==> src/rtl/ctc_pkg.sv <==
// ----------------------------------------------------------------------------
// ctc_pkg
// Shared types, constants and arithmetic helpers of the cubic temperature
// compensation pipeline.
// ----------------------------------------------------------------------------
package ctc_pkg;

   // Pipeline depth: front, three prescale/multiply rounds, scale, sum.
   localparam int NUM_STAGES = 9;

   localparam int TEMP_W  = 16;
   localparam int COEF_W  = 32;
   localparam int CORR_W  = 16;
   localparam int CSR_IDX_W = 3;

   localparam logic [TEMP_W-1:0] BASE_ALL_ONES = 16'hFFFF;
   localparam logic [TEMP_W-1:0] BASE_ZERO     = 16'h0000;

   localparam logic [5:0] SIG_LIMIT      = 6'd32;
   localparam logic [5:0] PRESCALE_STEP  = 6'd10;
   localparam logic [5:0] TARGET_SCALE   = 6'd30;
   localparam int         TERM_SHIFT     = 10;

   localparam logic signed [COEF_W-1:0] ACC_MAX = 32'sh7FFF_FFFF;
   localparam logic signed [COEF_W-1:0] ACC_MIN = 32'sh8000_0000;
   localparam logic signed [COEF_W-1:0] CORR_MAX32 = 32'sd32767;
   localparam logic signed [COEF_W-1:0] CORR_MIN32 = -32'sd32768;

   // Configuration register indexes.
   typedef enum logic [CSR_IDX_W-1:0] {
      CSR_TEMP_BASE  = 3'd0,
      CSR_COEF_ZERO  = 3'd1,
      CSR_COEF_ONE   = 3'd2,
      CSR_COEF_TWO   = 3'd3,
      CSR_COEF_THREE = 3'd4
   } ctc_csr_type;

   // Per-item context that travels down the cubic path.
   typedef struct packed {
      logic signed [TEMP_W-1:0] d;
      logic [4:0]               sbd;
      logic                     inv;
      logic signed [COEF_W-1:0] acc;
      logic [5:0]               shift;
   } ctc_stage_type;

   // Significant bits of a two's complement word: bit length of the
   // magnitude pattern plus one for a negative value.
   function automatic logic [5:0] sig_bits(input logic [COEF_W-1:0] v);
      logic [COEF_W-1:0] m;
      logic [5:0]        n;
      m = v[COEF_W-1] ? ~v : v;
      n = '0;
      for (int i = 0; i < COEF_W; i++) begin
         if (m[i]) begin
            n = 6'(i + 1);
         end
      end
      return n + {5'b0, v[COEF_W-1]};
   endfunction

   // Significant bits left after an arithmetic right shift by ten.
   function automatic logic [5:0] sig_bits_shifted(input logic [5:0] sb,
                                                   input logic       neg);
      logic [5:0] r;
      if (neg) begin
         r = (sb > 6'd11) ? sb - PRESCALE_STEP : 6'd1;
      end else begin
         r = (sb > 6'd10) ? sb - PRESCALE_STEP : 6'd0;
      end
      return r;
   endfunction

endpackage

==> src/rtl/ctc_front.sv <==
// ----------------------------------------------------------------------------
// ctc_front
// First stage: offset from the base, its significant bits, validity of the
// base, and the cubic accumulator seeded with the cubic coefficient.
// ----------------------------------------------------------------------------
module ctc_front import ctc_pkg::*; (
   input  logic                     clock,
   input  logic                     en,
   input  logic [TEMP_W-1:0]        raw_temp,
   input  logic [TEMP_W-1:0]        temp_base,
   input  logic signed [COEF_W-1:0] coef_three,
   output ctc_stage_type            stage_out
);

   ctc_stage_type stage_ff;
   ctc_stage_type stage_in;
   logic [TEMP_W-1:0] diff;
   logic [5:0]        sbd_full;

   // Wrap offset to 16 bits and size it.
   always_comb begin
      diff           = raw_temp - temp_base;
      sbd_full       = sig_bits({{(COEF_W-TEMP_W){diff[TEMP_W-1]}}, diff});
      stage_in.d     = $signed(diff);
      stage_in.sbd   = sbd_full[4:0];
      stage_in.inv   = (temp_base == BASE_ZERO) || (temp_base == BASE_ALL_ONES);
      stage_in.acc   = coef_three;
      stage_in.shift = '0;
   end

   // Load on advance.
   always_ff @(posedge clock) begin
      if (en) begin
         stage_ff <= stage_in;
      end
   end

   assign stage_out = stage_ff;

endmodule

==> config.mk <==
export PLATFORM = sky130hd
export DESIGN_NAME = ctc_front
export DESIGN_NICKNAME = d
export VERILOG_FILES = /design/src/rtl/ctc_pkg.sv /design/src/rtl/ctc_front.sv
export SDC_FILE = /design/constraint.sdc
export NUM_CORES = 1
export LEC_CHECK = 0
export BUFFER_PORTS_ARGS = -buffer_cell sky130_fd_sc_hd__buf_2
export CORE_MARGIN = 3
export CORE_UTILIZATION = 48
export DETAILED_ROUTE_END_ITERATION = 10
export GPL_ROUTABILITY_DRIVEN = 0
export MAX_ROUTING_LAYER = met4
export PLACE_DENSITY = 0.81
export SLEW_MARGIN = 25
export SYNTH_ARGS = -nofsm -noshare
export SYNTH_HDL_FRONTEND = slang
export SYNTH_SLANG_ARGS = --single-unit
==> constraint.sdc <==
create_clock -name clock -period 4.86 [get_ports clock]
set_clock_uncertainty 0.2 [all_clocks]
set_input_delay 0.729 -clock clock [delete_from_list [all_inputs] [get_ports clock]]
set_output_delay 0.729 -clock clock [all_outputs]
set_load 0.02 [all_outputs]
Yosys cells after proc, flatten, opt, wreduce, memory -nomap -nowiden
Cells that the tools add are included.
- $add $sub $neg: 2
- equality and inequality tests: 1
- muxes and demuxes: 33
- bitwise gates (word level): 1
- reductions and logical operators: 2
- operators by type and width (operator ; count):
    5-bit two-way mux ; 31
    32-bit two-way mux ; 1
    32-bit NOT ; 1
    16-bit equality test, second input constant ; 1
    16-bit zero test ; 1
    16-bit subtractor ; 1
    5-bit by 1-bit adder with 5-bit output ; 1
    1-bit logical OR ; 1
    1-bit two-way mux ; 1
- bits in registers: 54
- input port bits: 66
- output and inout bits: 60
- logic and storage cells: 43

Logic depth before layout (Yosys ltp)
- depth in word-level cells: 36
- mapped depth: 16
- depth with buffers taken out: 16

Worst setup path before layout
No wires, ideal clock.
- path kind: input -> register
- start: input raw_temp[0]
- end: register stage_ff (netlist bit stage_out[41]), data pin
- setup time: 262 ps
- arrival: 3459 ps
- data required time: 4398 ps
- setup slack: 939 ps
- stages on the path: 16
- path buffers: 0
- cells stage by stage: inv_1 ha_1 inv_1 fa_1 a21oi_1 o21ai_2 or3_4 a221oi_1 nor3_1 xnor2_1 inv_1 or2_2 nor2_1 o21ai_0 ha_1 xor2_1
- elaborated cells between the ends (all ways): 36
- those cells by class: add/sub: 2; mux: 33; bitwise: 1
- RTL lines (element ; RTL line ; text):
    start, declared ; ctc_front.sv:9 ; input logic [TEMP_W-1:0] raw_temp,
    16-bit subtractor * ; ctc_front.sv:22 ; diff = raw_temp - temp_base;
    via diff[14] ; ctc_front.sv:17 ; logic [TEMP_W-1:0] diff;
    32-bit NOT ; ctc_pkg.sv:52 ; m = v[COEF_W-1] ? ~v : v;
    32-bit two-way mux * ; ctc_pkg.sv:52 ;
    5-bit two-way mux * (18 in a row) ; ctc_pkg.sv:55 ; if (m[i]) begin
    5-bit by 1-bit adder with 5-bit output * ; ctc_pkg.sv:59 ; return n + {5'b0, v[COEF_W-1]};
    via sbd_full[2] ; ctc_front.sv:18 ; logic [5:0] sbd_full;
    end signal, assigned ; ctc_front.sv:34 ; stage_ff <= stage_in;
    end, declared ; ctc_front.sv:15 ; ctc_stage_type stage_ff;
The timed path passes the listed nets; every way through them passes the cells marked *.
A chain may end at the register's enable or synchronous reset.

Worst setup path in the final report
- start: input raw_temp[0]
- end: register stage_ff (netlist bit stage_out[43]), data pin
- elaborated cells between the ends (all ways): 36
- those cells by class: add/sub: 2; mux: 33; bitwise: 1
- RTL lines (element ; RTL line):
    16-bit subtractor * ; ctc_front.sv:22
    via diff[12] ; ctc_front.sv:17
    32-bit NOT ; ctc_pkg.sv:52
    32-bit two-way mux * ; ctc_pkg.sv:52
    5-bit two-way mux * (20 in a row) ; ctc_pkg.sv:55
    5-bit by 1-bit adder with 5-bit output * ; ctc_pkg.sv:59
    via sbd_full[4] ; ctc_front.sv:18
Marks and branches as above.

==> metrics.txt <==
dpl ws 550 ps; crit path max fanout 3; CTS H-tree depth 2; number of global-route vias before repair 2160; drt initial violations 110; largest net degree at the start of global routing 55; register area share after synthesis 55.6%; Crit Path Category input pin to register; # rows 27; setup TNS 0 ps; detailed-route wire length 6470 um; antenna cell count 0; die area 7040 um2; Leakage 1.67 nW; Pwr Density 336 nW/um2; crit path DAT 3950 ps; fin crit share 82.9%; setup ws final 830 ps; Post-synth ARST share 0%; clk slew on worst S/H paths 90 ps; Post-synth EDFFs 54; RSZ-0062 raised after global routing false; CP required 4780 ps; status completed; antenna violations before repair 0; I/O pin total 126; wire per inst roughly 15 um; DPL Wire Length 5360 um; worst min path class input pin to register; die height ~84 um; Synth cell types 56; clock buffer depth 2; post-route ant nets 0; Overflow after GRT 0; Primary FF master, synth edfxtp_1; # resized after CTS 0; synthesized area per cell roughly 12 um2; Startpoint Class input pin; Mapped Area 2920 um2; placed instance area between 3000 and 4000 um2; Root Buffer clkbuf_8; FF/Latch Area 1620 um2; maximum vdd ir drop 0.000174 V; worst slew pin tran 648 ps; Layout Nets 452; core area 5680 um2; Finished Cell Area 3660 um2; CTS buffer count 5; number of synthesized register bits 54; DR pass1 iterations 4; die width 83.9 um; Vias/cell 5.21; first-pass GRT wire length 10400 um; min Tclk post-route 4030 ps; final hold vios 0; final setup vio count 0; vias about 2300; Largest register FFs 54; GRT Util Overall 19.0%; CTS tree built; Crit. End Element register; Port Buf Inserts 119; clock sinks 54; share of cells above drive strength 1 38.4%; Slew Viols, Final 0; maxcap violations 0; relative slew slack 56.8%; warnings from Yosys 0; fill count around 480; footprint of the multi-input gates approximately 1200 um2; Syn Inst Count 244; starting density of the core 51.4%; Max Fclk 248 MHz; post-CTS setup repair buffer count 0; post-cts hold buffer count 0; # DRC 0; Layout area overhead 25.6%
-- routing by layer --
layer	track usage, %	part of all wire, %
met5	-	0
met4	4.97	0.97
met3	4.64	9.0
met2	31.9	48
met1	22.9	42
-- Yosys cell counts, types with 2 or more instances --
cell type   n  area share, %
a21oi_1    16            2.7
ha_1       16            6.9
xnor2_1     5            1.5
inv_1      25            3.2
or4_1       2           0.51
and2_1      3           0.64
edfxtp_1   54             56
nor4_1      5            1.1
xor2_1     10            3.0
o31ai_1     2           0.51
and3_1      2           0.43
nand2_1    16            2.1
nand4_1     6            1.3
nor2_1     13            1.7
o21ai_0     4           0.69
o211ai_1    2           0.51
or3_1       2           0.43
a21o_1      5            1.3
nand2b_1    2           0.43
o21bai_1    2           0.51
nor3_1      9            1.5
buf_4       6            1.5
nand3_1     4           0.69
-- area by class of cell --
class / instances / area share [%]
Multi-Input combinational cell: 163 / 31.9
Sequential cell: 54 / 44.3
Inverter: 26 / 2.70
Clock inverter: 3 / 0.444
Tap cell: 72 / 2.46
Timing Repair Buffer: 119 / 16.3
Clock buffer: 5 / 1.88
-- through the flow --
stage	hold slack (ps)	power (W)	utilization, %	std cells
floorplan	628	0.000883	-	249
global placement	706	0.00100	63.0	434
detailed placement	708	0.00101	63.0	434
CTS	390	0.00124	64.5	442
global route	381	0.00131	64.5	442
finish	403	0.00123	64.5	442
-- final timing paths --
kind / start / endpoint / slack (ps) / cells past startpoint
min: coef_three[10] / stage_out[16] / 400 / 1
max: raw_temp[0] / stage_out[43] / 830 / 17
-- report_power, final --
part           switching [W]  internal, W
clock               0.000129    0.0000987
combinational       0.000258     0.000149
sequential         0.0000120     0.000583
total               0.000399     0.000830
-- worst max-delay path, stage by stage --
cell	delay, ps
buf_2	100
inv_1	50
ha_1	140
inv_1	50
fa_1	410
a21oi_1	230
o21ai_2	80
or3_4	340
a221oi_2	240
xor2_1	260
inv_1	110
or3_1	340
a21boi_4	160
nand2b_1	170
o21ai_0	90
ha_1	220
nor3b_1	220
-- cells by family (layout without fill, tap and decap cells) --
logic type | count (synthesis) | in the layout | synth area share [%]
and+or+nand+nor | 72 | 72 | 13.0
DFF | 54 | 54 | 55.6
AOI/OAI and AO/OA | 53 | 53 | 14.2
buffers and inverters | 32 | 153 | 4.94
adders and majority gates | 17 | 17 | 7.55
xor gates and xnor gates | 15 | 15 | 4.51
other | 1 | 6 | 0.129
-- cells in the final DEF (no fill, tap or decap), drive strengths merged, types with 3 or more instances in the layout --
cell type	n
o21ai	6
nor3	9
nand2	16
conb	6
or3	4
clkbuf	5
a21o	6
clkinv	3
nand3	4
buf	119
nand4	6
edfxtp	54
xnor2	5
xor2	10
inv	25
and2	3
nor4	5
and3	3
nor2	13
ha	16
a21oi	17
(Power assumes the default switching activity.)
