--- src/rtl/ctc_pkg.sv ---
// ----------------------------------------------------------------------------
// ctc_pkg
// Shared types, constants and arithmetic helpers of the cubic temperature
// compensation pipeline.
// ----------------------------------------------------------------------------
package ctc_pkg;

   // Pipeline depth: front, three prescale/multiply rounds, scale, sum.
   localparam int NUM_STAGES = 9;

   localparam int TEMP_W  = 16;
   localparam int COEF_W  = 32;
   localparam int CORR_W  = 16;
   localparam int CSR_IDX_W = 3;

   localparam logic [TEMP_W-1:0] BASE_ALL_ONES = 16'hFFFF;
   localparam logic [TEMP_W-1:0] BASE_ZERO     = 16'h0000;

   localparam logic [5:0] SIG_LIMIT      = 6'd32;
   localparam logic [5:0] PRESCALE_STEP  = 6'd10;
   localparam logic [5:0] TARGET_SCALE   = 6'd30;
   localparam int         TERM_SHIFT     = 10;

   localparam logic signed [COEF_W-1:0] ACC_MAX = 32'sh7FFF_FFFF;
   localparam logic signed [COEF_W-1:0] ACC_MIN = 32'sh8000_0000;
   localparam logic signed [COEF_W-1:0] CORR_MAX32 = 32'sd32767;
   localparam logic signed [COEF_W-1:0] CORR_MIN32 = -32'sd32768;

   // Configuration register indexes.
   typedef enum logic [CSR_IDX_W-1:0] {
      CSR_TEMP_BASE  = 3'd0,
      CSR_COEF_ZERO  = 3'd1,
      CSR_COEF_ONE   = 3'd2,
      CSR_COEF_TWO   = 3'd3,
      CSR_COEF_THREE = 3'd4
   } ctc_csr_type;

   // Per-item context that travels down the cubic path.
   typedef struct packed {
      logic signed [TEMP_W-1:0] d;
      logic [4:0]               sbd;
      logic                     inv;
      logic signed [COEF_W-1:0] acc;
      logic [5:0]               shift;
   } ctc_stage_type;

   // Significant bits of a two's complement word: bit length of the
   // magnitude pattern plus one for a negative value.
   function automatic logic [5:0] sig_bits(input logic [COEF_W-1:0] v);
      logic [COEF_W-1:0] m;
      logic [5:0]        n;
      m = v[COEF_W-1] ? ~v : v;
      n = '0;
      for (int i = 0; i < COEF_W; i++) begin
         if (m[i]) begin
            n = 6'(i + 1);
         end
      end
      return n + {5'b0, v[COEF_W-1]};
   endfunction

   // Significant bits left after an arithmetic right shift by ten.
   function automatic logic [5:0] sig_bits_shifted(input logic [5:0] sb,
                                                   input logic       neg);
      logic [5:0] r;
      if (neg) begin
         r = (sb > 6'd11) ? sb - PRESCALE_STEP : 6'd1;
      end else begin
         r = (sb > 6'd10) ? sb - PRESCALE_STEP : 6'd0;
      end
      return r;
   endfunction

endpackage

--- src/rtl/ctc_lower.sv ---
// ----------------------------------------------------------------------------
// ctc_lower
// Quadratic, linear and constant terms, folded into one word and delayed
// to line up with the scaled cubic term.
// ----------------------------------------------------------------------------
module ctc_lower import ctc_pkg::*; (
   input  logic                     clock,
   input  logic [NUM_STAGES-1:2]    en,
   input  logic signed [TEMP_W-1:0] d_first,
   input  logic signed [COEF_W-1:0] coef_zero,
   input  logic signed [COEF_W-1:0] coef_one,
   input  logic signed [COEF_W-1:0] coef_two,
   output logic signed [COEF_W-1:0] poly
);

   localparam int PROD_W = COEF_W + TEMP_W;

   logic signed [COEF_W-1:0] quad_a_ff, lin_a_ff;
   logic signed [TEMP_W-1:0] d_a_ff;
   logic signed [COEF_W-1:0] quad_b_ff, lin_b_ff;
   logic signed [COEF_W-1:0] poly_ff [4:8];
   logic signed [PROD_W-1:0] quad_a_in, lin_a_in, quad_b_in;
   logic signed [COEF_W-1:0] quad_a_sh;

   // Products of the first and second quadratic step and the linear step.
   always_comb begin
      quad_a_in = PROD_W'(coef_two) * PROD_W'(d_first);
      lin_a_in  = PROD_W'(coef_one) * PROD_W'(d_first);
      quad_a_sh = quad_a_ff >>> TERM_SHIFT;
      quad_b_in = PROD_W'(quad_a_sh) * PROD_W'(d_a_ff);
   end

   // Advance the term stages and the alignment delay.
   always_ff @(posedge clock) begin
      if (en[2]) begin
         quad_a_ff <= quad_a_in[COEF_W-1:0];
         lin_a_ff  <= lin_a_in[COEF_W-1:0];
         d_a_ff    <= d_first;
      end
      if (en[3]) begin
         quad_b_ff <= quad_b_in[COEF_W-1:0];
         lin_b_ff  <= (lin_a_ff >>> TERM_SHIFT) + coef_zero;
      end
      if (en[4]) begin
         poly_ff[4] <= (quad_b_ff >>> TERM_SHIFT) + lin_b_ff;
      end
      for (int k = 5; k <= 8; k++) begin
         if (en[k]) begin
            poly_ff[k] <= poly_ff[k-1];
         end
      end
   end

   assign poly = poly_ff[8];

endmodule

--- config.mk ---
export PLATFORM = sky130hd
export DESIGN_NAME = ctc_lower
export DESIGN_NICKNAME = d
export VERILOG_FILES = /design/src/rtl/ctc_pkg.sv /design/src/rtl/ctc_lower.sv
export SDC_FILE = /design/constraint.sdc
export NUM_CORES = 2
export LEC_CHECK = 0
export BUFFER_PORTS_ARGS = -buffer_cell sky130_fd_sc_hd__buf_2
export CAP_MARGIN = 30
export CELL_PAD_IN_SITES_DETAIL_PLACEMENT = 1
export CELL_PAD_IN_SITES_GLOBAL_PLACEMENT = 1
export CORE_MARGIN = 3
export CORE_UTILIZATION = 35
export CTS_CLUSTER_SIZE = 40
export DETAILED_ROUTE_END_ITERATION = 8
export GPL_ROUTABILITY_DRIVEN = 1
export PLACE_DENSITY_LB_ADDON = 0.1
export SYNTH_ARGS = -nofsm -noshare
export SYNTH_HDL_FRONTEND = slang
export SYNTH_SLANG_ARGS = --single-unit
--- constraint.sdc ---
create_clock -name clock -period 10.7 [get_ports clock]
set_clock_uncertainty 0.15 [all_clocks]
set_input_delay 2.14 -clock clock [delete_from_list [all_inputs] [get_ports clock]]
set_output_delay 2.14 -clock clock [all_outputs]
set_load 0.01 [all_outputs]
After elaboration in Yosys (flattened, before gate mapping) --
Memory sizes are Yosys's and may differ from the RTL's. Cells that the tools add are included.
Word-level totals: register bits after elaboration 144, bits in writable memories 160, input bits 120, output and inout bits 32, logic and storage cells 21, memories kept 1
Memories:
- poly_ff | words 5, width 32, read ports 5, clocked after memory_dff 0, write ports 5, RTL line ctc_lower.sv:21 | logic signed [COEF_W-1:0] poly_ff [4:8];
Operators by class: add/sub/neg operators 2, $mul 3, multiplexer cells 10
Operator list (number):
- adder 22 x 32 -> 32 bit | 2
- multiplier 32 x 16 -> 32 bit | 2
- multiplier 22 x 16 -> 32 bit | 1
- two-way mux 1 bit | 10

Depth between registers and ports, before layout --
depth after elaboration 2, gate-level depth with buffers 25, mapped depth without buffers 23

Worst setup path after synthesis --
OpenSTA, ideal clock, no wires.
path kind input to register, start point input d_first[1], end point register lin_a_ff[31], data pin, setup time 0.259 ns, arrival 8.092 ns, required time 10.291 ns, slack 2.199 ns, stages 24, buffers on the path 3, cells stage by stage buf_2 -> clkbuf_1 -> clkbuf_1 -> nand2_1 -> fa_1 -> fa_1 -> fa_1 -> inv_1 -> fa_1 -> fa_1 -> inv_1 -> fa_1 -> inv_1 -> ha_1 -> a211oi_1 -> o21a_1 -> o32ai_2 -> or2_2 -> o2111ai_2 -> and3_1 -> o41a_1 -> o21bai_2 -> a21oi_1 -> xnor2_1
Between the ends: word-level cells in the longest chain between the ends 1
RTL lines:
- start, declared | RTL line ctc_lower.sv:9 | input logic signed [TEMP_W-1:0] d_first,
- multiplier 32 x 16 -> 32 bit | RTL line ctc_lower.sv:28 | lin_a_in = PROD_W'(coef_one) * PROD_W'(d_first);
- via lin_a_in[31] | RTL line ctc_lower.sv:22 | logic signed [PROD_W-1:0] quad_a_in, lin_a_in, quad_b_in;
- end signal, assigned | RTL line ctc_lower.sv:37 | lin_a_ff <= lin_a_in[COEF_W-1:0];
- end, declared | RTL line ctc_lower.sv:18 | logic signed [COEF_W-1:0] quad_a_ff, lin_a_ff;
The timed path passes the listed nets, and every way through them passes these cells. A chain may end at the register's enable or synchronous reset.

Worst setup path after layout --
start point input d_first[2], end point register lin_a_ff[31], data pin
Same word-level chain as after synthesis.

==> results.md <==
- 1st-pass router iterations: 5
- Most used DFF post-synth: edfxtp_1
- Most common cell after layout, fill and taps aside: inv_1
- Vias post-DR: 29,903
- Layout Cell Area excl Fill: 48,800 µm²
- Total placed instance area: around 48,000 µm²
- Number of flops mapped to enable cells by yosys: 274
- Busiest layer in global routing: met2
- Flop and latch count out of synthesis: 274
- Average cell area after synthesis: around 9.8 µm²
- Count of unresolved DRC violations after routing: 0
- Global routing usage on met3: 1.83%
- Clock Sinks: 274
- Residual antenna-violating net count after detailed routing: 0
- Via/cell ratio: about 4.7
- Synthesized cell area: about 45,000 µm²
- Effective utilization at floorplan: a little over a third
- Number of fill cells: 14,591
- Total I/O pin count: 152
- Number of warnings issued by yosys: 0
- Final Critical Period: between 8 and 9 ns
- Largest net degree at the start of global routing: 61
- Depth of the worst register-to-register path: 19
- R2R setup slack: between 3 and 4 ns
- Vias in the first global route: 34,052
- Clock tree from TritonCTS: built
- Share of the yosys chip area belonging to registers: 18.2%
- Final RePlAce weighted congestion: 0.809
- Post-CTS Resized: 0
- Arrival time of data at the critical path endpoint: between 8 and 9 ns
- Global-route wire length before repair: 201,000 µm
- Number of unique standard cell types used by synthesis: between 60 and 70
- Worst setup path category: in -> reg
- Library cell contributing the largest single delay on the critical path: buf_2
- Count of buffers inserted at the top-level ports: 151
- Buffer levels on the longest clock path: 3
- Final critical-path share of the clock period: 80.8%
- Crit path top cell by count: fa_1
- Worst Max-Slew Pin Slew: 1.01 ns
- Critical path peak fanout: 34
- Total Routed Length: 127,000 µm
- Launching point of the worst reg2reg path: d_a_ff[6]
- Worst-skew pair later-pin latency: 0.62 ns
- Root buffer cell: clkbuf_16
- Area enclosed by the die boundary: about 130,000 µm²
- DP HPWL: 102,000 µm
- Number of antenna violations at the first check in global routing: 15
- Sort of element at the end of the critical path: flop
- Launch instance of the worst min-delay path: poly_ff[4][3]
- Floorplan Core Area: 128,000 µm²
- Layout Area Growth over Synthesis: 8.05%
- Status: complete, no violations
- Destination of the worst hold path: poly_ff[5][3]
- Die Span X: roughly 370 µm
- Pins Over Slew Limit: 0
- Initial DRC count: around 1,100
- Fin. Hold Viols: 0
- Setup TNS: 0 ns
- Wirelength per Cell: between 15 and 20 µm
- Syn_nets: 5,939
- CTS buffer count: 30
- Capturing point of the worst reg2reg path: quad_b_ff[31]
- Global routing usage on met2: between 30% and 40%
- CP peak stage delay: 0.67 ns
- Die Y: 365 µm
- Type of origin of the critical path: input port
- Number of failing setup endpoints in the final timing report: 0
- Fraction of final layout cells with drive strength greater than 1: 5.57%
- FMAX: 0.116 GHz
- Most frequent cells in the layout: inv_1, fa_1, nand2_1, and2_1, ha_1
- Endpoint required time on the critical path: between 10 and 15 ns
- Slew margin rel.: 32.4%
- Cts-stage hold buffer count: 0
- Global-route congestion overflow total: 0
- Max H-tree Level: 1
- Clk slew on worst S/H paths: 0.07 ns
- Fraction of met1 tracks used by global routing: 26.9%
- Class of the worst hold path: reg -> reg
- Chain of cells forming the critical path: buf_2, buf_4, nand2_1, fa_1, fa_1, fa_1, inv_1, fa_1, fa_1, inv_1, fa_1, inv_1, ha_1, nand3_1, or3_1, a21oi_2, o2111ai_2, and3_1, o41a_1, o21bai_2, a21oi_1, xnor2_1
- Rows: approximately 130
- Max-cap violation count: 0
- Min-Delay Path Depth: 0
- Cell count after synthesis: ~4,600
- Async SR Flop Fraction: 0%
- Net count reported at finish: ~6,000
- Number of setup buffers added after CTS: 0
- Global-route usage over all layers: roughly a fifth
- Setup repair after global routing missed its margin: no
## stage by stage
step	utilization [%]	hold WS (ns)	cells	setup slack [ns]
floorplan	-	0.250	4595	2.20
global placement	37.2	0.252	6269	1.50
detailed placement	37.3	0.256	6270	1.42
CTS	38.1	0.269	6325	2.08
global route	38.1	0.270	6329	1.71
finish	38.1	0.265	6340	2.05
## cell type report
cell class | count | area, µm² | share of cell area (%)
sequential | 274 | 8230 | 16.9
clock inverter | 21 | 248 | 0.508
antenna | 12 | 30.0 | 0.0616
clock buffer | 34 | 766 | 1.57
timing repair buffer | 197 | 1190 | 2.45
tap | 1662 | 2080 | 4.26
inverter | 1131 | 4250 | 8.71
multi-input combinational | 3009 | 32000 | 65.6
## Yosys cell counts, drive strengths merged, types with 6 or more instances
library cell / number / area [µm²]
a31oi: 7 / 43.8
nand2: 628 / 2360
nand2b: 25 / 156
nand3: 17 / 85.1
nand4: 9 / 56.3
xnor2: 143 / 1250
a21oi: 74 / 374
a21boi: 8 / 60.1
a21o: 31 / 233
o2111ai: 6 / 58.8
inv: 1131 / 4250
edfxtp: 274 / 8230
a211oi: 15 / 118
fa: 900 / 18000
clkbuf: 179 / 672
o21a: 38 / 285
ha: 324 / 4050
o21ai: 42 / 214
nor2b: 11 / 68.8
nor3: 24 / 120
or3: 6 / 37.5
and3: 8 / 50.1
nor2: 104 / 390
and2: 482 / 3020
xor2: 44 / 385
o211ai: 7 / 57.6
o21bai: 12 / 93.8
## routing by layer
metal / vias up / share of wire [%]
met1: 15617 / 45
met2: 455 / 49
met5: - / 0.016
met3: 125 / 3.4
li1: 13704 / -
met4: 2 / 2.2
## registers in the layout, summed over array words and instances, names as in the netlist
register   count
lin_b_ff      32
poly_ff      160
quad_b_ff     22
quad_a_ff     22
d_a_ff        16
lin_a_ff      22
## worst max path at each step
stage	endpoint	startpoint	cells after the start
6_report	lin_a_ff[31]	d_first[2]	22
5_1_grt	lin_a_ff[31]	d_first[2]	22
3_3_place_gp	lin_a_ff[31]	d_first[2]	22
2_1_floorplan	lin_a_ff[31]	d_first[1]	24
4_1_cts	lin_a_ff[31]	d_first[2]	23
3_5_place_dp	lin_a_ff[31]	d_first[2]	22
## logic make-up after synthesis
| group | synth area share [%] |
|---|---|
| compound gates | 4.06 |
| simple gates | 14.3 |
| xor+xnor | 3.63 |
| fa+ha+maj | 48.9 |
| flops | 18.2 |
| buf+inv | 10.9 |
## worst max-delay path, delay by kind of cell
kind | cells | cell delay, ns
adders and majority gates | 7 | 3.35
AOI/OAI and AO/OA | 5 | 1.17
and+or+nand+nor | 4 | 0.87
buffers and inverters | 5 | 1.13
xor gates and xnor gates | 1 | 0.13
Power is left out: the tool's default activity adds up to more than one toggle a clock period on the data nets, which glitch-free logic cannot reach.
