**config.mk**
```make
export PLATFORM = sky130hd
export DESIGN_NAME = ctc_cube_round
export DESIGN_NICKNAME = d
export VERILOG_FILES = /design/src/rtl/ctc_pkg.sv /design/src/rtl/ctc_cube_round.sv
export SDC_FILE = /design/constraint.sdc
export NUM_CORES = 1
export LEC_CHECK = 0
export ABC_AREA = 0
export BUFFER_PORTS_ARGS = -buffer_cell sky130_fd_sc_hd__buf_4
export CAP_MARGIN = 20
export CORE_ASPECT_RATIO = 0.5
export CORE_MARGIN = 2
export CORE_UTILIZATION = 36
export CTS_BUF_LIST = sky130_fd_sc_hd__clkbuf_4
export CTS_CLUSTER_SIZE = 28
export DETAILED_ROUTE_END_ITERATION = 16
export GPL_TIMING_DRIVEN = 0
export SKIP_LAST_GASP = 1
export SLEW_MARGIN = 30
export SYNTH_ARGS = -nofsm -noshare
export SYNTH_HDL_FRONTEND = slang
export SYNTH_SLANG_ARGS = --single-unit
export TNS_END_PERCENT = 30
```
**constraint.sdc**
```tcl
create_clock -name clock -period 11.3 [get_ports clock]
set_input_delay 0.565 -clock clock [delete_from_list [all_inputs] [get_ports clock]]
set_output_delay 0.565 -clock clock [all_outputs]
set_load 0.01 [all_outputs]
```
**src/rtl/ctc_pkg.sv**
```systemverilog
// ----------------------------------------------------------------------------
// ctc_pkg
// Shared types, constants and arithmetic helpers of the cubic temperature
// compensation pipeline.
// ----------------------------------------------------------------------------
package ctc_pkg;

   // Pipeline depth: front, three prescale/multiply rounds, scale, sum.
   localparam int NUM_STAGES = 9;

   localparam int TEMP_W  = 16;
   localparam int COEF_W  = 32;
   localparam int CORR_W  = 16;
   localparam int CSR_IDX_W = 3;

   localparam logic [TEMP_W-1:0] BASE_ALL_ONES = 16'hFFFF;
   localparam logic [TEMP_W-1:0] BASE_ZERO     = 16'h0000;

   localparam logic [5:0] SIG_LIMIT      = 6'd32;
   localparam logic [5:0] PRESCALE_STEP  = 6'd10;
   localparam logic [5:0] TARGET_SCALE   = 6'd30;
   localparam int         TERM_SHIFT     = 10;

   localparam logic signed [COEF_W-1:0] ACC_MAX = 32'sh7FFF_FFFF;
   localparam logic signed [COEF_W-1:0] ACC_MIN = 32'sh8000_0000;
   localparam logic signed [COEF_W-1:0] CORR_MAX32 = 32'sd32767;
   localparam logic signed [COEF_W-1:0] CORR_MIN32 = -32'sd32768;

   // Configuration register indexes.
   typedef enum logic [CSR_IDX_W-1:0] {
      CSR_TEMP_BASE  = 3'd0,
      CSR_COEF_ZERO  = 3'd1,
      CSR_COEF_ONE   = 3'd2,
      CSR_COEF_TWO   = 3'd3,
      CSR_COEF_THREE = 3'd4
   } ctc_csr_type;

   // Per-item context that travels down the cubic path.
   typedef struct packed {
      logic signed [TEMP_W-1:0] d;
      logic [4:0]               sbd;
      logic                     inv;
      logic signed [COEF_W-1:0] acc;
      logic [5:0]               shift;
   } ctc_stage_type;

   // Significant bits of a two's complement word: bit length of the
   // magnitude pattern plus one for a negative value.
   function automatic logic [5:0] sig_bits(input logic [COEF_W-1:0] v);
      logic [COEF_W-1:0] m;
      logic [5:0]        n;
      m = v[COEF_W-1] ? ~v : v;
      n = '0;
      for (int i = 0; i < COEF_W; i++) begin
         if (m[i]) begin
            n = 6'(i + 1);
         end
      end
      return n + {5'b0, v[COEF_W-1]};
   endfunction

   // Significant bits left after an arithmetic right shift by ten.
   function automatic logic [5:0] sig_bits_shifted(input logic [5:0] sb,
                                                   input logic       neg);
      logic [5:0] r;
      if (neg) begin
         r = (sb > 6'd11) ? sb - PRESCALE_STEP : 6'd1;
      end else begin
         r = (sb > 6'd10) ? sb - PRESCALE_STEP : 6'd0;
      end
      return r;
   endfunction

endpackage

```
**src/rtl/ctc_cube_round.sv**
```systemverilog
// ----------------------------------------------------------------------------
// ctc_cube_round
// One round of the cubic term: a prescale stage that drops ten bits up to
// twice while the product would overflow, then a multiply stage by d.
// ----------------------------------------------------------------------------
module ctc_cube_round import ctc_pkg::*; (
   input  logic          clock,
   input  logic          en_pre,
   input  logic          en_mul,
   input  ctc_stage_type stage_in,
   output ctc_stage_type stage_out
);

   localparam int PROD_W = COEF_W + TEMP_W;

   ctc_stage_type pre_ff, pre_in;
   ctc_stage_type mul_ff, mul_in;
   logic [5:0] sb0, sb1, sbd6;
   logic       cut0, cut1;
   logic [4:0] amount;
   logic signed [PROD_W-1:0] product;

   // Prescale: two conditional arithmetic shifts by ten.
   always_comb begin
      sbd6   = {1'b0, stage_in.sbd};
      sb0    = sig_bits(stage_in.acc);
      cut0   = (sb0 + sbd6) >= SIG_LIMIT;
      sb1    = cut0 ? sig_bits_shifted(sb0, stage_in.acc[COEF_W-1]) : sb0;
      cut1   = (sb1 + sbd6) >= SIG_LIMIT;
      unique case ({cut0, cut1})
         2'b11:          amount = 5'd20;
         2'b10, 2'b01:   amount = 5'd10;
         default:        amount = 5'd0;
      endcase
      pre_in       = stage_in;
      pre_in.acc   = stage_in.acc >>> amount;
      pre_in.shift = stage_in.shift + {1'b0, amount};
   end

   // Multiply: keep the low 32 bits of acc * d.
   always_comb begin
      product    = PROD_W'(pre_ff.acc) * PROD_W'(pre_ff.d);
      mul_in     = pre_ff;
      mul_in.acc = product[COEF_W-1:0];
   end

   // Advance both stages.
   always_ff @(posedge clock) begin
      if (en_pre) begin
         pre_ff <= pre_in;
      end
      if (en_mul) begin
         mul_ff <= mul_in;
      end
   end

   assign stage_out = mul_ff;

endmodule

```
== After elaboration in Yosys (flattened, before gate mapping) ==
Cells that the tools add are included.

* Memory bits (read-only): 0
* Input bits: 63
* Register bits: 120
* Latch bits: 0
* RAM bits: 0
* Memories kept: 0

* Div/mod/pow operators: 0
* Multipliers: 1
* Reduce and logical (&&, ||, !) cells: 1
* $lt $le $gt $ge: 4
* Shift-type cells: 1
* Add/sub/neg operators: 5
* Equal/unequal tests: 3
* Bitwise operators: 1
* Mux-type cells: 38

{| class="wikitable"
|+ Operator list
! operator !! number
|-
| 6-bit two-way mux || 35
|-
| 32-bit by 16-bit multiplier with 32-bit output || 1
|-
| 32-bit two-way mux || 1
|-
| 32-bit inverter || 1
|-
| 32-bit by 5-bit >>> shifter with 32-bit output || 1
|-
| 6-bit by 5-bit adder with 6-bit output || 3
|-
| 6-bit >= comparator (second input constant) || 2
|-
| 6-bit by 4-bit greater-than comparator with 1-bit output (second input constant) || 2
|-
| 5-bit one-hot mux with 2 select lines || 1
|-
| 6-bit by 1-bit adder with 6-bit output || 1
|-
| 6-bit by 4-bit subtractor with 6-bit output (second input constant) || 1
|-
| 2-bit == test (second input constant) || 2
|-
| 2-bit by 1-bit == test with 1-bit output (second input constant) || 1
|-
| 2-bit OR reduction || 1
|-
| 1-bit two-way mux || 1
|}

== Logic depth before layout (Yosys ltp) ==
Gate-level depths: netlist of the first run.

* Depth after elaboration: 45
* Gate-level depth with buffers: 40
* Gate-level depth less buffers: 35

== Worst setup path before layout of the first run ==
No wires, ideal clock.

* Path type: input to register
* From: input stage_in[37] in the netlist's numbering
* To: register pre_ff[7] in the netlist's numbering, data pin
* Path slack: 3731 ps
* Stages on the path: 34
* Data arrival time: 7297 ps
* Path through: buf_2 > buf_4 > clkbuf_1 > a2111o_1 > a31oi_1 > o21bai_1 > a2111oi_0 > a41o_1 > nor4_1 > o22ai_1 > ha_1 > ha_1 > xor2_1 > ha_1 > nor2b_1 > o21ai_0 > nand2b_1 > a21oi_1 > nor2b_1 > a21oi_1 > mux2i_1 > ha_1 > a21oi_1 > nor2b_1 > o21ai_0 > nand2b_1 > a21oi_1 > xnor2_1 > ha_1 > buf_1 > clkbuf_1 > buf_1 > clkbuf_1 > mux4_2

{| class="wikitable"
|+ RTL lines
! what !! RTL line !! RTL
|-
| start: declaration || ctc_cube_round.sv:10 || <nowiki>input ctc_stage_type stage_in,</nowiki>
|-
| end signal: assignment || ctc_cube_round.sv:50 || <nowiki>pre_ff <= pre_in;</nowiki>
|-
| end: declaration || ctc_cube_round.sv:16 || <nowiki>ctc_stage_type pre_ff, pre_in;</nowiki>
|}

==> metrics, run 1 <==
Adder-Cell Fraction of Synth Area 0.422; number of synthesized register bits 120; CTS buffer count 17; Synth area leader fa_1; prevailing post-synth register cell edfxtp_1; class of the worst hold path input port to register; DP Wirelength 38.9 mm; routed length per placed instance 18.4 µm; nature of the critical path endpoint register; core area 48500 µm²; vias in the first global route ~13k; Final period util 0.798; Post-synth EDFFs 120; Die Y-Extent 161 µm; setup TNS 0 ps; RSZ-0062 raised after global routing no; Sink Count 120; Post-Place Cells ~2.6k; Max Cap Viol 0; post-synthesis compound-gate area fraction 0.0712; GP Congestion 0.908; Ys Warns 0; Synth Area in XOR/XNOR 0.0332; synthesized cell area around 18000 µm²; Overflow after GRT 0; crit path DAT 9400 ps; Clock Path Buffers 2; CP Max Fanout 10; Total GRT Usage 0.199; status complete, no violations; CP max stage cell buf_1; Final Max Tran Viols 0; routed wire length 48.5 mm; Fin. Hold Viols 0; TritonRoute pass-1 iters 5; Worst Max-Slew Pin Slew 941 ps; Mapped Nets 2308; share of cells above drive strength 1 0.0915; Setup crit start stage_in[37]; fillers 4848; drt drc 0; most numerous cell on the critical path ha_1; Worst Path Required 11670 ps; Worst slew margin 0.372; vias per inst 4.96; H-Tree Depth 4; die outline width 317 µm; setup bufs post-CTS 0; critical path capture point pre_ff[9]; die area 50900 µm²; flop2flop setup slack 3440 ps; fraction of registers with async set/reset 0; Mean Syn Cell Area 9.64 µm²; CTS root buffer clkbuf_4; Final ANT Viol Nets 0; most common cell after layout, fill and taps aside inv_1; Area growth syn-to-layout 11.1%; CTS tree built; final setup fails 0; Max stage delay on crit path 560 ps; initial drt markers between 1k and 1.5k; first-pass GRT wire length 76.6 mm; largest family of logic cells by synthesized area adder cells; # nets final 2442; reg2reg start mul_in[47]; clk_lat worst skew ~640 ps; Unique masters post-synth 68; Setup Crit Path Kind input port to register; cells taking the most area after synthesis fa_1 34%, edfxtp_1 20%, ha_1 7.7%, inv_1 7.7%, nand2_1 6.7%; mux contribution to synthesized area 0.0241; R2R Path End stage_out[36]; most frequent cells in the layout 362 x inv_1, 316 x nand2_1, 304 x fa_1, 122 x and2_1, 120 x edfxtp_1; crit start category input port; post-synthesis simple-gate area fraction 0.148; Rows 57; post-cts sizing count 0; I/O pins ~120; largest net degree at the start of global routing 61; hold buffers post-CTS 0; Starting Density 0.364; worst reg2reg path depth 24; port bufs 115; final cell count without fillers 2629; clock skew ~56 ps; synthesized instance count ~1.8k; fmax between 0.1 and 0.15 GHz; Yosys top cell area share 0.345; post-synthesis sequential area ratio 0.204; clock slew at reported path FFs 140 ps; Tmin final 9020 ps; via count 13.0k; initial antenna violation count 3
==> state kept, by name, indices dropped and copies added (netlist names) <==
register / flops
pre_ff: 32
mul_in: 28
stage_out: 60
==> cell families after synthesis <==
kind of cell | after synthesis
AO/OA/AOI/OAI | 186
XOR/XNOR | 67
adder cells (fa/ha/maj) | 413
buffers and inverters | 456
flip-flops | 120
multiplexers | 27
AND/OR/NAND/NOR | 563
==> synthesized netlist by cell type (3+ instances only) <==
library cell / instances
buf_1: 8
or3_1: 6
mux2i_1: 13
a21o_1: 15
nor3_1: 9
and2_1: 122
o2111ai_1: 6
o22ai_1: 6
clkbuf_1: 81
mux4_2: 12
nand3_1: 18
and3_1: 4
nand2b_1: 23
fa_1: 304
ha_1: 109
o21a_1: 4
a31oi_1: 17
xor2_1: 16
nor2b_1: 7
a211oi_1: 11
o211ai_1: 3
inv_1: 362
buf_2: 3
nor2_1: 42
o31a_1: 4
o21bai_1: 8
or2_2: 5
nand2_1: 316
edfxtp_1: 120
o21ai_0: 27
xnor2_1: 51
a21oi_1: 52
o31ai_1: 4
==> worst max-delay path, delay by kind of cell <==
| kind | cells | cell delay (ps) |
|---|---|---|
| buffers and inverters | 8 | 3060 |
| AO/OA/AOI/OAI | 12 | 2480 |
| adder cells (fa/ha/maj) | 5 | 1460 |
| XOR/XNOR | 3 | 870 |
| AND/OR/NAND/NOR | 6 | 810 |
| multiplexers | 1 | 150 |
==> worst min path at each step <==
stage	from	to	cells after the start
after global placement	mul_in[38]	stage_out[38]	0
after CTS	stage_in[54]	mul_in[54]	1
after floorplan	mul_in[0]	stage_out[0]	0
final	stage_in[52]	mul_in[52]	1
after global routing	stage_in[55]	mul_in[55]	1
after detailed placement	mul_in[1]	stage_out[1]	0
==> layer usage <==
metal	vias to the layer above	global-route usage	routed length (µm)
li1	5967	-	-
met1	6618	0.281	21900
met2	397	0.315	22200
met3	56	0.0377	3370
met4	0	0.0497	974
met5	-	0	0
==> cell type report <==
type | instances | area, µm² | area share
inverter | 363 | 1360 | 0.0695
sequential | 120 | 3600 | 0.184
timing repair buffer | 115 | 863 | 0.0440
tap | 649 | 812 | 0.0414
clock buffer | 18 | 135 | 0.00689
clock inverter | 14 | 139 | 0.00708
multi-input combinational | 1256 | 12300 | 0.629
buffer | 93 | 357 | 0.0182
antenna | 1 | 2.50 | 0.000128
==> per-stage QoR <==
step | hold WS, ps | setup WS, ps | instance area (µm²) | util
finish | 125 | 2280 | 19600 | 0.404
CTS | 77.7 | 2410 | 19600 | 0.404
floorplan | 400 | 3730 | 17700 | -
detailed placement | 405 | 1780 | 19300 | 0.399
global placement | 401 | 1850 | 19300 | 0.399
global route | 65.5 | 1570 | 19600 | 0.404
Power of run 1 is left out: the tool's default activity adds up to more than one toggle a clock period on the data nets, which glitch-free logic cannot reach.
==> run 2: changes to the inputs <==
clock period = 7.9 ns   (was 11.3 ns; I/O delays follow)
==> run 2 against run 1 <==
Count of clock-buffer cells in the layout did not move; critical path type is now register to register; first-iteration DRC count grew 4.5%; core utilization increased by 0.63 points; critical path depth fell by 13; global-route usage increased by 0.059 points; cell count rose by 0.80%.
==> metrics, run 2 (same netlist as run 1, synthesis figures left out) <==
Finished Cell Area 19900 µm² (+1.6%); crit start category register; via count 13.2k (+1.1%); die outline width 317 µm (unchanged); setup bufs post-CTS 0 (unchanged); DP Wirelength 38.9 mm (unchanged); hold path start stage_in[37]; Final ANT Viol Nets 0 (unchanged); final setup fails 0 (unchanged); CTS root buffer clkbuf_4; Area growth syn-to-layout 12.8%; CTS buffer count 17 (unchanged); Sink Count 120 (unchanged); Total GRT Usage 0.199 (+0.000591); class of the worst hold path input port to register; Fin. Hold Viols 0 (unchanged); vias per inst 4.98 (+0.32%); clock skew 58.2 ps (+2.41 ps); max reg flops 60 (unchanged); Tmin final approximately 7600 ps; Setup Crit Path Kind register to register; Placed Area 19300 µm² (unchanged); fillers 4809 (-0.80%); first-pass GRT wire length 76.9 mm (+0.44%); initial antenna violation count 3 (unchanged); clk_lat worst skew 640 ps (about the same); Worst Max-Slew Pin Slew 943 ps (+1.10 ps); # nets final 2463 (+0.86%); die area 50900 µm² (unchanged); Max Cap Viol 0 (unchanged); CP Buf/Inv Count 5 (-3); Rows 57 (unchanged); most numerous cell on the critical path fa_1; Final period util 0.962; vias in the first global route 13.5k (+0.83%); hold path cells 1 (unchanged); worst setup margin 298 ps (-1980 ps); reg2reg start mul_in[48]; largest net degree at the start of global routing 61 (unchanged); CP max stage cell buf_1; port bufs 115 (unchanged); H-Tree Depth 4 (unchanged); TritonRoute pass-1 iters 5 (unchanged); CP top delay family adder cells; worst reg2reg path depth 22 (-8.3%); fmax 0.132 GHz; R2R Path End stage_out[36]; Place WS -1450 ps (-3230 ps); Clock Path Buffers 2 (unchanged); Max stage delay on crit path 720 ps (+160 ps); core area 48500 µm² (unchanged); RSZ-0062 raised after global routing yes; clock slew at reported path FFs 130 ps (about the same); Worst slew margin 0.372 (-0.000731); most common cell after layout, fill and taps aside inv_1; final cell count without fillers 2650 (+0.80%); Final Max Tran Viols 0 (unchanged); GP Congestion 0.908 (unchanged); routed length per placed instance 18.4 µm (-0.33%); crit path DAT 7960 ps (-1440 ps); Hold Path End pre_ff[37]; Worst Path Required 8260 ps (-3410 ps); status complete, no violations; Cell Chain, Critical Path clkbuf_1 -> buf_1 -> nand2_1 -> fa_1 -> inv_1 -> fa_1 -> fa_1 -> fa_1 -> inv_1 -> fa_1 -> inv_1 -> fa_1 -> ha_1 -> nand2_1 -> or2_2 -> o22a_1 -> o2111a_1 -> o31a_1 -> nor3_1 -> o31a_1 -> nor2_1 -> xnor2_1; I/O pins 123 (unchanged); initial drt markers 1087 (+4.5%); CTS tree built; Starting Density 0.364 (unchanged); nature of the critical path endpoint register; Overflow after GRT 0 (unchanged); CP Max Fanout 10 (unchanged); Die Y-Extent 161 µm (unchanged); routed wire length 48.7 mm (+0.46%); share of cells above drive strength 1 0.100 (+0.00854); Post-Place Cells 2596 (unchanged); flop2flop setup slack 300 ps (-3140 ps); most frequent cells in the layout 362 x inv_1, 316 x nand2_1, 304 x fa_1, 122 x and2_1, 120 x edfxtp_1; drt drc 0 (unchanged)
-- run 2: cell types whose count changed in the layout (fill, tap and decap cells not counted), moves of 3 or more --
| cell | change |
|---|---|
| clkbuf_1 | -9 |
| clkbuf_2 | +7 |
| dlygate4sd3_1 | +23 |
| ha_1 | -3 |
-- run 2: worst reg2reg max path: cells and delay by family, from the launching register on --
kind            cells  cell delay, ps
fa+ha+maj           7            3360
buf+inv             5            1410
flops               1             370
compound gates      4             990
xor+xnor            1             130
simple gates        5            1120
-- run 2: final cells by class --
class                           count  area [µm²]  area share
Multi-Input combinational cell   1256       12400       0.623
Sequential cell                   120        3600       0.181
Inverter                          363        1360      0.0684
Timing Repair Buffer              138        1090      0.0549
Tap cell                          649         812      0.0408
Buffer                             91         360      0.0181
Clock inverter                     14         139     0.00697
Clock buffer                       18         135     0.00678
Antenna cell                        1        2.50    0.000126
-- run 2: timing repair --
item / in CTS / in global routing
endpoints found under the hold margin: 23 / 0
resized for setup: 2 / 30
setup endpoints to repair: 30 / 37
hold buffers: 23 / 0
-- run 2: worst max path at each step --
stage                       from             to  slack, ps  cells past startpoint
detailed placement  stage_in[37]      pre_ff[9]      -1450                     35
global placement    stage_in[37]      pre_ff[9]      -1380                     35
finish                mul_in[48]  stage_out[36]        300                     22
global route          mul_in[48]  stage_out[36]         -4                     22
CTS                 stage_in[37]      mul_in[5]       -260                     38
floorplan           stage_in[37]      pre_ff[7]        500                     34
-- run 2: metrics by stage --
stage	setup TNS, ps	hold slack [ps]	utilization
finish	0	75.0	0.411
global route	-3.68	26.0	0.411
CTS	-256	28.2	0.409
detailed placement	-33540	405	0.399
global placement	-31140	401	0.399
floorplan	0	400	-
-- run 2: metal layers --
metal	track usage	share of wire	vias to the layer above	routed length, µm
li1	-	-	6012	-
met1	0.283	0.45	6702	21900
met2	0.316	0.46	420	22400
met3	0.0368	0.071	50	3460
met4	0.0489	0.019	0	922
met5	0	0	-	0
Power of run 2 is left out for the same reason.
